$ cat config.mk
export PLATFORM = sky130hd
export DESIGN_NAME = pll_divider_word_calc_unit
export DESIGN_NICKNAME = d
export VERILOG_FILES = /design/src/rtl/pdw_pkg.sv /design/src/rtl/pdw_front.sv /design/src/rtl/pdw_fifo.sv /design/src/rtl/pdw_back.sv /design/src/rtl/pll_divider_word_calc_unit.sv
export VERILOG_INCLUDE_DIRS = /design/src /design/src/rtl
export SDC_FILE = /design/constraint.sdc
export NUM_CORES = 1
export LEC_CHECK = 0
export ABC_CLOCK_PERIOD_IN_PS = 14000
export BUFFER_PORTS_ARGS = -buffer_cell sky130_fd_sc_hd__buf_2
export CAP_MARGIN = 15
export CORE_MARGIN = 2
export CORE_UTILIZATION = 35
export CTS_BUF_LIST = sky130_fd_sc_hd__clkbuf_16
export DETAILED_ROUTE_END_ITERATION = 10
export PLACE_DENSITY_LB_ADDON = 0.25
export SLEW_MARGIN = 0
export SYNTH_ARGS = -nofsm -noshare
export SYNTH_HDL_FRONTEND = slang
export SYNTH_SLANG_ARGS = --single-unit
export TNS_END_PERCENT = 20
$ cat constraint.sdc
create_clock -name clk -period 14 [get_ports clk]
set_input_delay 1.4 -clock clk [delete_from_list [all_inputs] [get_ports clk]]
set_output_delay 1.4 -clock clk [all_outputs]
set_load 0.05 [all_outputs]
$ cat src/rtl/assert_macros.svh
// ----------------------------------------------------------------------------
// Assertion macros
// Concurrent assertion wrappers shared by the divider word calculator RTL.
// ----------------------------------------------------------------------------
`ifndef ASSERT_MACROS_SVH
`define ASSERT_MACROS_SVH

`ifndef SYNTHESIS

// Same-cycle implication, sampled on clk, off while rst_n is low.
`define PDW_ASSERT_IMP(lbl, ante, cons, msg) \
  lbl: assert property (@(posedge clk) disable iff (!rst_n) (ante) |-> (cons)) \
    else $error(msg);

// Next-cycle implication, sampled on clk, off while rst_n is low.
`define PDW_ASSERT_NXT(lbl, ante, cons, msg) \
  lbl: assert property (@(posedge clk) disable iff (!rst_n) (ante) |=> (cons)) \
    else $error(msg);

`else

`define PDW_ASSERT_IMP(lbl, ante, cons, msg)
`define PDW_ASSERT_NXT(lbl, ante, cons, msg)

`endif

`endif

$ cat src/rtl/pdw_pkg.sv
// ----------------------------------------------------------------------------
// pdw_pkg
// Types, constants and lookup functions of the PLL divider word calculator.
// ----------------------------------------------------------------------------
package pdw_pkg;

  localparam int FREQ_W  = 16;
  localparam int RDIV_W  = 10;
  localparam int PFD_W   = 8;
  localparam int EXP_W   = 3;
  localparam int WORD_W  = 32;
  localparam int CIDX_W  = 2;

  // Quotient bits resolved per divider stage, and the stage count.
  localparam int CHUNK   = 4;
  localparam int NSTG    = FREQ_W / CHUNK;

  // Reference frequency in 100 kHz units.
  localparam logic [RDIV_W-1:0] XTAL_UNITS = 10'd192;

  localparam logic [WORD_W-1:0] REG4_DIV_CLEAR = 32'hFF8F_FFFF;
  localparam logic [WORD_W-1:0] REG0_N_CLEAR   = 32'h8000_7FFF;
  localparam int REG4_DIV_LSB = 20;
  localparam int REG0_N_LSB   = 15;

  // Exponent thresholds (freq below the value selects the exponent).
  localparam logic [FREQ_W-1:0] THR_E7 = 16'd469;
  localparam logic [FREQ_W-1:0] THR_E6 = 16'd938;
  localparam logic [FREQ_W-1:0] THR_E5 = 16'd1875;
  localparam logic [FREQ_W-1:0] THR_E4 = 16'd3750;
  localparam logic [FREQ_W-1:0] THR_E3 = 16'd7500;
  localparam logic [FREQ_W-1:0] THR_E2 = 16'd15000;
  localparam logic [FREQ_W-1:0] THR_E1 = 16'd30000;

  // Configuration register indexes.
  localparam logic [CIDX_W-1:0] CFG_REF_DIVIDER = 2'd0;
  localparam logic [CIDX_W-1:0] CFG_REG0_BASE   = 2'd1;
  localparam logic [CIDX_W-1:0] CFG_REG4_BASE   = 2'd2;

  typedef struct packed {
    logic [RDIV_W-1:0] ref_divider;
    logic [WORD_W-1:0] reg0_base;
    logic [WORD_W-1:0] reg4_base;
  } pdw_cfg_t;

  // One classified request as it sits in the queue.
  typedef struct packed {
    logic [FREQ_W-1:0] vco;
    logic [PFD_W-1:0]  pfd;
    logic [EXP_W-1:0]  exp;
    logic              err;
  } pdw_item_t;

  function automatic logic [EXP_W-1:0] pick_exp(input logic [FREQ_W-1:0] f);
    logic [EXP_W-1:0] e;
    if (f < THR_E7) begin
      e = 3'd7;
    end else if (f < THR_E6) begin
      e = 3'd6;
    end else if (f < THR_E5) begin
      e = 3'd5;
    end else if (f < THR_E4) begin
      e = 3'd4;
    end else if (f < THR_E3) begin
      e = 3'd3;
    end else if (f < THR_E2) begin
      e = 3'd2;
    end else if (f < THR_E1) begin
      e = 3'd1;
    end else begin
      e = 3'd0;
    end
    return e;
  endfunction

  // Phase detector frequency, 192 / r rounded down, as a range table.
  // Out-of-range dividers return 1 so the divider never sees zero.
  function automatic logic [PFD_W-1:0] pfd_lookup(input logic [RDIV_W-1:0] r);
    logic [PFD_W-1:0] p;
    if (r == 10'd0 || r > XTAL_UNITS) p = 8'd1;
    else if (r == 10'd1)  p = 8'd192;
    else if (r == 10'd2)  p = 8'd96;
    else if (r == 10'd3)  p = 8'd64;
    else if (r == 10'd4)  p = 8'd48;
    else if (r == 10'd5)  p = 8'd38;
    else if (r == 10'd6)  p = 8'd32;
    else if (r == 10'd7)  p = 8'd27;
    else if (r == 10'd8)  p = 8'd24;
    else if (r == 10'd9)  p = 8'd21;
    else if (r == 10'd10) p = 8'd19;
    else if (r == 10'd11) p = 8'd17;
    else if (r == 10'd12) p = 8'd16;
    else if (r == 10'd13) p = 8'd14;
    else if (r == 10'd14) p = 8'd13;
    else if (r <= 10'd16) p = 8'd12;
    else if (r == 10'd17) p = 8'd11;
    else if (r <= 10'd19) p = 8'd10;
    else if (r <= 10'd21) p = 8'd9;
    else if (r <= 10'd24) p = 8'd8;
    else if (r <= 10'd27) p = 8'd7;
    else if (r <= 10'd32) p = 8'd6;
    else if (r <= 10'd38) p = 8'd5;
    else if (r <= 10'd48) p = 8'd4;
    else if (r <= 10'd64) p = 8'd3;
    else if (r <= 10'd96) p = 8'd2;
    else                  p = 8'd1;
    return p;
  endfunction

endpackage

$ cat src/rtl/pdw_front.sv
// ----------------------------------------------------------------------------
// pdw_front
// Accepts frequency requests, picks the exponent, forms VCO and PFD values.
// ----------------------------------------------------------------------------
module pdw_front import pdw_pkg::*; (
  input  logic              in_valid,
  output logic              in_stall,
  input  logic [FREQ_W-1:0] in_freq,
  input  pdw_cfg_t          cfg,
  input  logic              q_full,
  output logic              q_push,
  output pdw_item_t         q_item
);

  logic [EXP_W-1:0] exp;

  assign exp      = pick_exp(in_freq);
  assign in_stall = q_full;
  assign q_push   = in_valid && !q_full;

  always_comb begin
    q_item.exp = exp;
    // The shift never overflows: small requests get the large exponents.
    q_item.vco = in_freq << exp;
    q_item.pfd = pfd_lookup(cfg.ref_divider);
    q_item.err = (cfg.ref_divider == '0) || (cfg.ref_divider > XTAL_UNITS);
  end

endmodule

$ cat src/rtl/pdw_fifo.sv
// ----------------------------------------------------------------------------
// pdw_fifo
// Short queue of classified requests between the front and the divider.
// ----------------------------------------------------------------------------
`include "assert_macros.svh"

module pdw_fifo import pdw_pkg::*; #(
  parameter int DEPTH = 2
) (
  input  logic      clk,
  input  logic      rst_n,
  input  logic      push,
  input  pdw_item_t push_item,
  output logic      full,
  input  logic      pop,
  output logic      head_valid,
  output pdw_item_t head_item
);

  localparam int PTR_W = (DEPTH > 1) ? $clog2(DEPTH) : 1;
  localparam int CNT_W = $clog2(DEPTH + 1);

  pdw_item_t        mem_r [0:DEPTH-1];
  logic [PTR_W-1:0] wr_ptr_r, wr_ptr_nxt;
  logic [PTR_W-1:0] rd_ptr_r, rd_ptr_nxt;
  logic [CNT_W-1:0] count_r, count_nxt;

  assign full       = (count_r == CNT_W'(DEPTH));
  assign head_valid = (count_r != '0);
  assign head_item  = mem_r[rd_ptr_r];

  always_comb begin
    wr_ptr_nxt = wr_ptr_r;
    rd_ptr_nxt = rd_ptr_r;
    count_nxt  = count_r;
    if (push) begin
      wr_ptr_nxt = (wr_ptr_r == PTR_W'(DEPTH - 1)) ? '0 : wr_ptr_r + 1'b1;
    end
    if (pop) begin
      rd_ptr_nxt = (rd_ptr_r == PTR_W'(DEPTH - 1)) ? '0 : rd_ptr_r + 1'b1;
    end
    if (push && !pop) begin
      count_nxt = count_r + 1'b1;
    end else if (pop && !push) begin
      count_nxt = count_r - 1'b1;
    end
  end

  always_ff @(posedge clk) begin
    if (!rst_n) begin
      wr_ptr_r <= '0;
      rd_ptr_r <= '0;
      count_r  <= '0;
    end else begin
      wr_ptr_r <= wr_ptr_nxt;
      rd_ptr_r <= rd_ptr_nxt;
      count_r  <= count_nxt;
    end
  end

  always_ff @(posedge clk) begin
    if (push) begin
      mem_r[wr_ptr_r] <= push_item;
    end
  end

  `PDW_ASSERT_NXT(a_fifo_cnt_up, push && !pop, count_r == $past(count_r) + 1'b1, "fifo count did not rise on push")
  `PDW_ASSERT_NXT(a_fifo_cnt_dn, pop && !push, count_r == $past(count_r) - 1'b1, "fifo count did not fall on pop")

endmodule

$ cat src/rtl/pdw_back.sv
// ----------------------------------------------------------------------------
// pdw_back
// Pipelined N divider, four quotient bits per stage, and result register.
// ----------------------------------------------------------------------------
`include "assert_macros.svh"

module pdw_back import pdw_pkg::*; (
  input  logic              clk,
  input  logic              rst_n,
  input  logic              head_valid,
  input  pdw_item_t         head_item,
  output logic              pop,
  input  pdw_cfg_t          cfg,
  output logic              out_valid,
  input  logic              out_stall,
  output logic [WORD_W-1:0] out_reg4_word,
  output logic [WORD_W-1:0] out_reg0_word,
  output logic [EXP_W-1:0]  out_out_div_exp,
  output logic [FREQ_W-1:0] out_n_value,
  output logic              out_div_error
);

  typedef struct packed {
    logic [FREQ_W-1:0] vco;
    logic [FREQ_W-1:0] q;
    logic [PFD_W-1:0]  rem;
    logic [PFD_W-1:0]  pfd;
    logic [EXP_W-1:0]  exp;
    logic              err;
  } stg_t;

  // Restoring division over CHUNK dividend bits; remainder stays below pfd.
  function automatic logic [CHUNK+PFD_W-1:0] div_chunk(
    input logic [PFD_W-1:0] rem_in,
    input logic [CHUNK-1:0] bits,
    input logic [PFD_W-1:0] d
  );
    logic [PFD_W:0]   t;
    logic [PFD_W-1:0] rem;
    logic [CHUNK-1:0] q;
    rem = rem_in;
    q   = '0;
    for (int i = CHUNK - 1; i >= 0; i--) begin
      t = {rem, bits[i]};
      if (t >= {1'b0, d}) begin
        q[i] = 1'b1;
        t    = t - {1'b0, d};
      end
      rem = t[PFD_W-1:0];
    end
    return {q, rem};
  endfunction

  stg_t              stg_r [0:NSTG-2];
  logic              vld_r [0:NSTG-2];
  stg_t              src   [0:NSTG-1];
  stg_t              res   [0:NSTG-1];
  logic              rdy   [0:NSTG-1];
  logic              out_valid_r;
  logic [WORD_W-1:0] out_reg4_word_r, out_reg4_word_nxt;
  logic [WORD_W-1:0] out_reg0_word_r, out_reg0_word_nxt;
  logic [EXP_W-1:0]  out_exp_r;
  logic [FREQ_W-1:0] out_n_r, out_n_nxt;
  logic              out_err_r;

  // Stage sources and the quotient chunk each stage resolves.
  always_comb begin
    logic [CHUNK+PFD_W-1:0] dc;
    src[0].vco = head_item.vco;
    src[0].q   = '0;
    src[0].rem = '0;
    src[0].pfd = head_item.pfd;
    src[0].exp = head_item.exp;
    src[0].err = head_item.err;
    for (int k = 1; k < NSTG; k++) begin
      src[k] = stg_r[k-1];
    end
    for (int k = 0; k < NSTG; k++) begin
      res[k] = src[k];
      dc = div_chunk(src[k].rem, src[k].vco[FREQ_W-1-k*CHUNK -: CHUNK], src[k].pfd);
      res[k].q[FREQ_W-1-k*CHUNK -: CHUNK] = dc[CHUNK+PFD_W-1 -: CHUNK];
      res[k].rem = dc[PFD_W-1:0];
    end
  end

  // Backpressure: a stage advances when empty or when the next one does.
  always_comb begin
    rdy[NSTG-1] = !out_valid_r || !out_stall;
    for (int k = NSTG - 2; k >= 0; k--) begin
      rdy[k] = !vld_r[k] || rdy[k+1];
    end
  end

  assign pop = head_valid && rdy[0];

  always_comb begin
    out_n_nxt = res[NSTG-1].err ? '0 : res[NSTG-1].q;
    if (res[NSTG-1].err) begin
      out_reg4_word_nxt = cfg.reg4_base;
      out_reg0_word_nxt = cfg.reg0_base;
    end else begin
      out_reg4_word_nxt = (cfg.reg4_base & REG4_DIV_CLEAR)
                        | (WORD_W'(res[NSTG-1].exp) << REG4_DIV_LSB);
      out_reg0_word_nxt = (cfg.reg0_base & REG0_N_CLEAR)
                        | (WORD_W'(res[NSTG-1].q) << REG0_N_LSB);
    end
  end

  always_ff @(posedge clk) begin
    if (!rst_n) begin
      for (int k = 0; k < NSTG - 1; k++) begin
        vld_r[k] <= 1'b0;
      end
      out_valid_r <= 1'b0;
    end else begin
      if (rdy[0]) begin
        vld_r[0] <= head_valid;
      end
      for (int k = 1; k < NSTG - 1; k++) begin
        if (rdy[k]) begin
          vld_r[k] <= vld_r[k-1];
        end
      end
      if (rdy[NSTG-1]) begin
        out_valid_r <= vld_r[NSTG-2];
      end
    end
  end

  always_ff @(posedge clk) begin
    for (int k = 0; k < NSTG - 1; k++) begin
      if (rdy[k]) begin
        stg_r[k] <= res[k];
      end
    end
    if (rdy[NSTG-1] && vld_r[NSTG-2]) begin
      out_reg4_word_r <= out_reg4_word_nxt;
      out_reg0_word_r <= out_reg0_word_nxt;
      out_exp_r       <= res[NSTG-1].exp;
      out_n_r         <= out_n_nxt;
      out_err_r       <= res[NSTG-1].err;
    end
  end

  assign out_valid       = out_valid_r;
  assign out_reg4_word   = out_reg4_word_r;
  assign out_reg0_word   = out_reg0_word_r;
  assign out_out_div_exp = out_exp_r;
  assign out_n_value     = out_n_r;
  assign out_div_error   = out_err_r;

  `PDW_ASSERT_IMP(a_err_n_zero, out_valid_r && out_err_r, out_n_r == '0, "error beat with nonzero N")
  `PDW_ASSERT_IMP(a_exp_field, out_valid_r && !out_err_r, out_reg4_word_r[22:20] == out_exp_r, "reg4 divider field mismatch")

endmodule

$ cat src/rtl/pll_divider_word_calc_unit.sv
// ----------------------------------------------------------------------------
// pll_divider_word_calc_unit
// Turns a requested frequency into synthesizer register 4 and register 0 words.
// ----------------------------------------------------------------------------
// Usage:
//   Input channel: present in_freq (100 kHz units) with in_valid; a beat is
//   taken on a clock edge where in_valid is high and in_stall is low.
//   Output channel: each input beat yields exactly one result beat, in order,
//   on out_valid; the receiver holds it with out_stall. While stalled the
//   result beat and its fields stay put.
//   Configuration: pulse cfg_we with cfg_index / cfg_data while no request is
//   in flight: index 0 reference divider, 1 register-0 base, 2 register-4
//   base. Other indexes are ignored.
//   Throughput: one beat per cycle when not stalled. The front classifies a
//   request in the cycle it arrives; the back resolves N in four pipelined
//   divider stages of four quotient bits each, the last one feeding the
//   output register. A short queue sits between front and back, so in_stall
//   only rises when the queue is full after the output side has stalled for
//   a while.
//   Reset: synchronous active-low rst_n empties the queue and pipeline and
//   sets the reference divider to 1 and both base words to 0.
// ----------------------------------------------------------------------------
module pll_divider_word_calc_unit import pdw_pkg::*; #(
  parameter int QUEUE_DEPTH = 2
) (
  input  logic              clk,
  input  logic              rst_n,
  // request channel
  input  logic              in_valid,
  output logic              in_stall,
  input  logic [FREQ_W-1:0] in_freq,
  // result channel
  output logic              out_valid,
  input  logic              out_stall,
  output logic [WORD_W-1:0] out_reg4_word,
  output logic [WORD_W-1:0] out_reg0_word,
  output logic [EXP_W-1:0]  out_out_div_exp,
  output logic [FREQ_W-1:0] out_n_value,
  output logic              out_div_error,
  // configuration write port
  input  logic              cfg_we,
  input  logic [CIDX_W-1:0] cfg_index,
  input  logic [WORD_W-1:0] cfg_data
);

  pdw_cfg_t  cfg_r, cfg_nxt;
  logic      q_full;
  logic      q_push;
  logic      q_pop;
  logic      q_head_valid;
  pdw_item_t q_push_item;
  pdw_item_t q_head_item;

  // Register writes: decode the index, drop anything unknown.
  always_comb begin
    cfg_nxt = cfg_r;
    if (cfg_we) begin
      case (cfg_index)
        CFG_REF_DIVIDER: cfg_nxt.ref_divider = cfg_data[RDIV_W-1:0];
        CFG_REG0_BASE:   cfg_nxt.reg0_base   = cfg_data;
        CFG_REG4_BASE:   cfg_nxt.reg4_base   = cfg_data;
        default:         cfg_nxt             = cfg_r;
      endcase
    end
  end

  always_ff @(posedge clk) begin
    if (!rst_n) begin
      cfg_r.ref_divider <= RDIV_W'(1);
      cfg_r.reg0_base   <= '0;
      cfg_r.reg4_base   <= '0;
    end else begin
      cfg_r <= cfg_nxt;
    end
  end

  // Front: accept and classify the request.
  pdw_front u_front (
    .in_valid (in_valid),
    .in_stall (in_stall),
    .in_freq  (in_freq),
    .cfg      (cfg_r),
    .q_full   (q_full),
    .q_push   (q_push),
    .q_item   (q_push_item)
  );

  // Queue: decouple front and divider pipeline.
  pdw_fifo #(
    .DEPTH (QUEUE_DEPTH)
  ) u_fifo (
    .clk        (clk),
    .rst_n      (rst_n),
    .push       (q_push),
    .push_item  (q_push_item),
    .full       (q_full),
    .pop        (q_pop),
    .head_valid (q_head_valid),
    .head_item  (q_head_item)
  );

  // Back: divide, build the words, hold the result beat.
  pdw_back u_back (
    .clk             (clk),
    .rst_n           (rst_n),
    .head_valid      (q_head_valid),
    .head_item       (q_head_item),
    .pop             (q_pop),
    .cfg             (cfg_r),
    .out_valid       (out_valid),
    .out_stall       (out_stall),
    .out_reg4_word   (out_reg4_word),
    .out_reg0_word   (out_reg0_word),
    .out_out_div_exp (out_out_div_exp),
    .out_n_value     (out_n_value),
    .out_div_error   (out_div_error)
  );

endmodule

==> results.sh <==
export IMPL_status="finished, final reports clean"
export IMPL_dpl_hpwl_um=35190
export IMPL_critical_path_class="reg -> reg"
export IMPL_wl_per_cell_um=17.86
export IMPL_drt_initial_drc_count=1053
export IMPL_place_detailed_instances=2576
export IMPL_syn_nets=1986
export IMPL_start_util=0.3534
export IMPL_drive_above_1_share=0.1633
export IMPL_finalClockSkew_ns=0.02848
export IMPL_floorplan_die_width_um=237.1
export IMPL_grt_pass1_vias=13720
export IMPL_fp_row_count=85
export IMPL_worstSetupStartpointType="flip-flop"
export IMPL_max_slew_margin=0.3236
export IMPL_post_route_min_period_ns=9.805
export IMPL_nNetsFinal=2111
export IMPL_avgSynthCellArea_um2=10.60
export IMPL_overflow=0
export IMPL_worst_pin_slew_ns=1.015
export IMPL_crit_family="compound AO/OA/AOI/OAI gates"
export IMPL_cts_setup_buffers=0
export IMPL_fin_cells=2644
export IMPL_final_fill_count=5200
export IMPL_drc=0
export IMPL_startpoint="u_back.stg_r[0][57]$_DFFE_PN_"
export IMPL_io_pins=141
export IMPL_worstHoldStart="u_back.stg_r[0][91]$_DFFE_PN_"
export IMPL_cts_htree_levels=2
export IMPL_netlist_top_cells_area="edfxtp_1, dfxtp_1, ha_1, mux2_2, nand2_1"
export IMPL_viasPerCell=5.283
export IMPL_hold_ws_ns=0.4059
export IMPL_syn_area_um2=19020
export IMPL_yosys_warnings=0
export IMPL_cp_data_required_time_ns=14.29
export IMPL_slowest_delay_ns=0.47
export IMPL_cts_buffers_inserted=37
export IMPL_finalSetupViolations=0
export IMPL_ant_nets=0
export IMPL_r2r_start="u_back.stg_r[0][57]$_DFFE_PN_"
export IMPL_dr_total_vias=13970
export IMPL_gp_congestion=0.9107
export IMPL_clockRootBuffer="clkbuf_16"
export IMPL_ys_seq_area_frac=0.4806
export IMPL_area_delta_synth_final_pct=13.27
export IMPL_ys_types=87
export IMPL_synth_largest_area_cell="edfxtp_1"
export IMPL_slew_viol_final=0
export IMPL_cts_resized=0
export IMPL_wirelength_um=47220
export IMPL_synthArstFlopShare=0
export IMPL_grt_pass1_wl_um=75270
export IMPL_clkLatencyLatePin_ns=0.56
export IMPL_final_core_util=0.4003
export IMPL_cts_tree="done"
export IMPL_path_max_fanout=9
export IMPL_dr_pass1_iters=5
export IMPL_arrival_ns=10.09
export IMPL_setup_tns_ns=0
export IMPL_path_buf_inv=6
export IMPL_synth_top_area_share=0.3963
export IMPL_antenna_found_initial=1
export IMPL_path_clk_slew_ns=0.06
export IMPL_grt_max_degree=81
export IMPL_cts_hold_fix_buffers=0
export IMPL_synth_main_ff_cell="edfxtp_1"
export IMPL_track_usage=0.1672
export IMPL_rsz0062_at_grt="false"
export IMPL_hold_path_class="reg -> reg"
export IMPL_io_buffers=140
export IMPL_core_um2=53810
export IMPL_fin_crit_sh=0.7004
export IMPL_cpMaxStageDelayCell="edfxtp_1"
export IMPL_hold_viol_final=0
export IMPL_die_h_um=237.1
export IMPL_synth_seq_cells=331
export IMPL_synth_edf_count=251
export IMPL_synthCells=1794
export IMPL_clockBufferDepth=3
export IMPL_maxCapViolations=0
export IMPL_dieArea_um2=56210
export IMPL_clock_sink_count=331
export IMPL_fmaxAchievable_mhz=102.0
export IMPL_endpoint_kind="flip-flop"
## state kept, by name, indices dropped and copies added (netlist names), named ones only
register,count
u_back.out_reg0_word,32
u_back.out_n_value,16
u_fifo.mem_r,56
u_back.vld_r,3
u_back.out_reg4_word,32
u_fifo.wr_ptr_r,1
cfg_r,74
u_back.out_out_div_exp,3
u_fifo.count_r,2
u_back.out_div_error,1
u_back.stg_r,108
u_fifo.rd_ptr_r,1
u_back.out_valid,1
## layer usage
| layer | track usage | routed length [µm] | vias to the layer above | share of wire |
|---|---|---|---|---|
| met2 | 0.2728 | 21990 | 315 | 0.47 |
| li1 | - | - | 6860 | - |
| met5 | 0 | 0 | - | 0 |
| met3 | 0.02250 | 1885 | 64 | 0.040 |
| met4 | 0.04974 | 1027 | 0 | 0.022 |
| met1 | 0.2317 | 22310 | 6728 | 0.47 |
## area by class of cell
| class | instances | area, µm² | area share |
|---|---|---|---|
| Multi-Input combinational cell | 1275 | 9174 | 0.4259 |
| Clock inverter | 30 | 163.9 | 0.007609 |
| Clock buffer | 37 | 925.9 | 0.04298 |
| Tap cell | 696 | 870.8 | 0.04043 |
| Antenna cell | 1 | 2.502 | 0.0001162 |
| Timing Repair Buffer | 155 | 813.3 | 0.03776 |
| Inverter | 119 | 451.7 | 0.02097 |
| Sequential cell | 331 | 9139 | 0.4243 |
## synthesized netlist by cell type (all sizes together), types with 11 or more instances
cell type and n:
nor2 90, or3 12, inv 118, nor2b 42, or2 16, xor2 28
nor3 31, o21ai 70, nand3 33, edfxtp 251, and3 11, fa 14
ha 123, o211ai 20, nand2 199, a211oi 23, a21o 47, o21a 23
nand2b 16, clkbuf 57, a21oi 138, mux2i 57, dfxtp 80, mux2 74
a31oi 19, buf 12, xnor2 34
## path summary, 6_finish.rpt
path / end / depth (start not counted) / slack (ns)
max: u_back.stg_r[0][122]$_DFFE_PP_ / 35 / 4.19
min: u_back.stg_r[0][143]$_DFFE_PP_ / 0 / 0.41
max reg2reg: u_back.stg_r[0][122]$_DFFE_PP_ / 35 / 4.19
min reg2reg: u_back.stg_r[0][143]$_DFFE_PP_ / 0 / 0.41
## placed cells by master (no fill, tap or decap), types with 16 or more instances in the layout
master,count
edfxtp_1,251
nand2_1,199
buf_2,140
a21oi_1,136
inv_1,125
ha_1,123
nor2_1,88
dfxtp_1,80
o21ai_0,69
mux2_2,67
mux2i_1,56
a21o_1,47
nor2b_1,42
clkbuf_16,37
xnor2_1,34
nand3_1,32
nor3_1,30
xor2_1,28
o21a_1,23
a211oi_1,22
o211ai_1,20
a31oi_1,19
nand2b_1,16
## worst register-to-register path: cells and delay by family (launching register included)
family | cells | cell delay (ns)
DFF | 1 | 0.47
muxes | 3 | 1.08
and+or+nand+nor | 4 | 0.76
AOI/OAI and AO/OA | 18 | 4.94
adders and majority gates | 4 | 1.35
buffers and inverters | 6 | 0.95
## metrics by stage
step | setup slack (ns) | cell area (µm²)
after CTS | 4.350 | 21540
after detailed placement | 4.386 | 20450
final | 4.195 | 21540
after global routing | 3.624 | 21540
after floorplan | 5.714 | 19020
after global placement | 4.654 | 20450
## cell families (layout without fill, tap and decap cells)
group	Yosys count	after routing	synth area share
AO/OA/AOI/OAI	438	438	0.1532
XOR/XNOR	62	62	0.02855
adder cells (fa/ha/maj)	137	137	0.09566
buffers and inverters	188	341	0.03829
flip-flops	331	331	0.4806
multiplexers	131	131	0.07540
other	0	1	0
AND/OR/NAND/NOR	507	507	0.1283
Power is not shown: default switching activity piles up to over one toggle a cycle in this logic, so the estimate is an artifact.
